## config.mk

```make
export PLATFORM = sky130hd
export DESIGN_NAME = tcf_ctrl
export DESIGN_NICKNAME = d
export VERILOG_FILES = /design/src/rtl/tcf_pkg.sv /design/src/rtl/tcf_ctrl.sv
export SDC_FILE = /design/constraint.sdc
export NUM_CORES = 1
export LEC_CHECK = 0
export ABC_AREA = 1
export BUFFER_PORTS_ARGS = -buffer_cell sky130_fd_sc_hd__clkbuf_2
export CAP_MARGIN = 20
export CORE_AREA = 5 5 42 44
export DETAILED_ROUTE_END_ITERATION = 8
export DIE_AREA = 0 0 47 49
export PLACE_DENSITY = 0.4
export SYNTH_ARGS = -nofsm -noshare
export SYNTH_HDL_FRONTEND = slang
export SYNTH_SLANG_ARGS = --single-unit
```

## constraint.sdc

```tcl
create_clock -name i_clk -period 1 [get_ports i_clk]
set_input_delay 0.1 -clock i_clk [delete_from_list [all_inputs] [get_ports i_clk]]
set_output_delay 0.1 -clock i_clk [all_outputs]
set_load 0.05 [all_outputs]
```

## src/rtl/tcf_pkg.sv

```systemverilog
`default_nettype none

package tcf_pkg;

    localparam int TIME_W = 48;
    localparam int DIFF_W = TIME_W + 1;

    typedef enum logic [1:0] {
        OP_CLEAR  = 2'd0,
        OP_APPEND = 2'd1,
        OP_REWIND = 2'd2,
        OP_TEST   = 2'd3
    } t_opcode;

    localparam logic CFG_WIN_START = 1'b0;
    localparam logic CFG_WIN_STOP  = 1'b1;

    typedef enum logic [2:0] {
        ST_IDLE,
        ST_CHECK,
        ST_FETCH,
        ST_EVAL,
        ST_DONE
    } t_state;

    typedef struct packed {
        logic in_ready;
        logic accept;
        logic start_test;
        logic issue_read;
        logic capture;
        logic advance;
        logic set_hit;
        logic load_out;
    } t_dp_cmd;

    typedef struct packed {
        logic is_test;
        logic exhausted;
        logic match;
        logic later;
        logic out_free;
    } t_dp_status;

endpackage

`default_nettype wire

```

## src/rtl/tcf_ctrl.sv

```systemverilog
`default_nettype none

module tcf_ctrl
    import tcf_pkg::*;
(
    input  wire logic       i_clk,
    input  wire logic       i_rst_n,
    input  wire logic       i_in_valid,
    input  wire t_dp_status i_status,
    output t_dp_cmd         o_cmd
);

    t_state r_state;
    t_state n_state;

    always_ff @(posedge i_clk) begin
        if (!i_rst_n) begin
            r_state <= ST_IDLE;
        end else begin
            r_state <= n_state;
        end
    end

    always_comb begin
        n_state = r_state;
        o_cmd   = '0;
        unique case (r_state)
            ST_IDLE: begin
                o_cmd.in_ready = 1'b1;
                if (i_in_valid) begin
                    o_cmd.accept = 1'b1;
                    if (i_status.is_test) begin
                        o_cmd.start_test = 1'b1;
                        n_state          = ST_CHECK;
                    end
                end
            end
            ST_CHECK: begin
                if (i_status.exhausted) begin
                    n_state = ST_DONE;
                end else begin
                    o_cmd.issue_read = 1'b1;
                    n_state          = ST_FETCH;
                end
            end
            ST_FETCH: begin
                o_cmd.capture = 1'b1;
                n_state       = ST_EVAL;
            end
            ST_EVAL: begin
                priority if (i_status.match) begin
                    o_cmd.set_hit = 1'b1;
                    n_state       = ST_DONE;
                end else if (i_status.later) begin
                    n_state = ST_DONE;
                end else begin
                    o_cmd.advance = 1'b1;
                    n_state       = ST_CHECK;
                end
            end
            ST_DONE: begin
                if (i_status.out_free) begin
                    o_cmd.load_out = 1'b1;
                    n_state        = ST_IDLE;
                end
            end
            default: begin
                n_state = ST_IDLE;
            end
        endcase
    end

endmodule

`default_nettype wire

```

==> impl_metrics.env <==
export IMPL_grt_pass1_vias=305
export IMPL_required_ns=0.90
export IMPL_finalMaxSlewViolations=0
export IMPL_synth_cell_area_um2=218
export IMPL_nets=76
export IMPL_cts_hold_buf=0
export IMPL_cpPeakStageDelay_ns=0.35
export IMPL_hold_viol=0
export IMPL_grt_usage_pct=6.96
export IMPL_grt_max_degree=6
export IMPL_setup_ws_ns=-0.261
export IMPL_power_leakage_nw=0.286
export IMPL_port_buffers=15
export IMPL_die_h_um=49
export IMPL_syn_num_nets=49
export IMPL_synth_avg_cell_area_um2=5.31
export IMPL_htree_num_levels=1
export IMPL_regArea_um2=71.3
export IMPL_cp_num_buf_inv=2
export IMPL_ys_seq_area_share_pct=27.6
export IMPL_status="finished, violations left"
export IMPL_place_area_um2=413
export IMPL_clk_pin_slew_ns=0.03
export IMPL_antenna_cells=0
export IMPL_hold_path_class="in2reg"
export IMPL_start_util_pct=15.5
export IMPL_syn_to_final_growth_pct=180
export IMPL_worstPathCellList="buf_6 -> nor4_4 -> buf_12"
export IMPL_yosysUniqueCellTypes=9
export IMPL_syn_instance_count=41
export IMPL_coreArea_um2=1400
export IMPL_drt_initial_drc_count=2
export IMPL_critPathTopFamily="flip-flops"
export IMPL_violations="setup timing"
export IMPL_multiInputGateArea_um2=213
export IMPL_finalCriticalPeriod_ns=1.26
export IMPL_drc=0
export IMPL_power_density_nw_per_um2=1190
export IMPL_fill_cells=154
export IMPL_drv_cap=0
export IMPL_cts_buffers=3
export IMPL_globalRoute_totalOverflow=0
export IMPL_dp_cells=76
export IMPL_largest_register_ffs=3
export IMPL_period_share_pct=126
export IMPL_via_per_inst=3.86
export IMPL_vias=320
export IMPL_vdd_ir_drop_max_uv=721
export IMPL_yosys_warnings=0
export IMPL_wl_per_cell_um=8.99
export IMPL_max_slew_margin_rel_pct=83.0
export IMPL_worst_setup_path_type="reg2out"
export IMPL_fmax_mhz=793
export IMPL_clock_skew_ns=0.00174
export IMPL_reg_largest_list="r_state (3)"
export IMPL_drive_above_1_share_pct=70.1
export IMPL_critPathLaunchType="register"
export IMPL_fin_hold_ws_ns=0.0615
export IMPL_place_hpwl_um=552
export IMPL_die_w_um=47
export IMPL_fp_row_count=14
export IMPL_rsz0062_at_grt="yes"
export IMPL_regMostFlops="r_state"
export IMPL_cts_num_sinks=3
export IMPL_antenna_found_initial=0
export IMPL_die_area_um2=2300
export IMPL_cts_tree="done"
export IMPL_first_pass_iters=3
export IMPL_final_area_um2=611
export IMPL_ant_nets=0
export IMPL_endpoint_kind="primary output"
export IMPL_cts_root_buf="clkbuf_4"
export IMPL_design_portCount=16
export IMPL_place_gp_congestion=0.655
export IMPL_tightest_slew_ns=0.253
export IMPL_power_mw=0.727
export IMPL_setup_tns_ns=-1.54
export IMPL_clk_latency_ns=0.23
export IMPL_max_clock_path_buffers=2
export IMPL_slowest_stage="dfxtp_4"
export IMPL_fin_cells=83
export IMPL_grt_pass1_wl_mm=1.13
export IMPL_cp_max_fo=3
export IMPL_setup_violations=9
export IMPL_drt_total_wl_um=746
export IMPL_ys_ff_latch=3
export IMPL_critPathArrivalTime_ns=1.16
[cells in the final DEF (no fill, tap or decap), types with 3 or more instances in the layout]
master    instances
buf_6             4
buf_4             3
nand2_1           7
clkbuf_4          3
nor2_4            7
buf_8             7
inv_1             8
nand3_2           3
dfxtp_4           3
clkbuf_2          7
inv_2             4
[routing by layer]
| metal | global-route usage (%) | vias up | share of wire (%) |
|---|---|---|---|
| met5 | 0 | - | 0 |
| met4 | 6.91 | 0 | 0 |
| met3 | 1.11 | 0 | 6.6 |
| met2 | 10.2 | 7 | 56 |
| met1 | 7.88 | 141 | 37 |
| li1 | - | 172 | - |
[cell usage after synthesis]
cell type	number	area (um^2)
nand3_1	5	25.0
o21ai_0	1	5.00
nor2_2	1	6.26
nor2_1	7	26.3
a21oi_1	2	10.0
nand2_1	8	30.0
inv_1	13	48.8
dfxtp_1	3	60.1
nor4_1	1	6.26
[final cells by class]
class / count / share of cell area (%)
flip-flops and latches: 3 / 11.7
repair buffers: 22 / 37.3
multi-input cells: 25 / 34.8
well taps: 16 / 3.28
clock buffers: 4 / 4.30
inverters: 13 / 8.61
[per-stage QoR]
step | util (%) | setup slack, ns
2_1_floorplan | - | -0.0995
3_3_place_gp | 29.5 | -0.132
3_5_place_dp | 29.5 | -0.142
4_1_cts | 38.9 | -0.288
5_1_grt | 43.6 | -0.297
6_report | 43.6 | -0.261
[timing repair]
item	CTS	global route
pin swaps	4	9
gates resized for setup	26	19
buffers inserted	1	2
hold endpoints to repair	0	0
endpoints found under the setup margin	8	10
[power breakdown]
part / switching, mW / internal (mW) / leakage, nW
registers: 0.0140 / 0.130 / 0.0267
logic: 0.213 / 0.163 / 0.244
clock network: 0.0578 / 0.149 / 0.0150
total: 0.285 / 0.442 / 0.286
[worst paths after layout]
kind                    from          to  slack, ns  cells after the start
setup / recovery  r_state[1]    o_cmd[0]      -0.26                      3
hold / removal       i_rst_n  r_state[2]       0.06                      3
setup reg to reg  r_state[1]  r_state[2]      -0.01                      7
hold reg to reg   r_state[2]  r_state[1]       0.60                      3
[worst reg2reg max path: stages (launching register included)]
cell and delay (ns):
dfxtp_4 0.35, buf_6 0.12, buf_4 0.15, nor2_4 0.11
nand3_2 0.09, nand3_2 0.06, nand2_1 0.05, inv_1 0.04
[cells by family after synthesis]
kind of cell,after synthesis,share of synthesized area [%]
compound gates,3,6.89
flops,3,27.6
buf+inv,13,22.4
simple gates,22,43.1
Power figures use the tool's default switching activity.
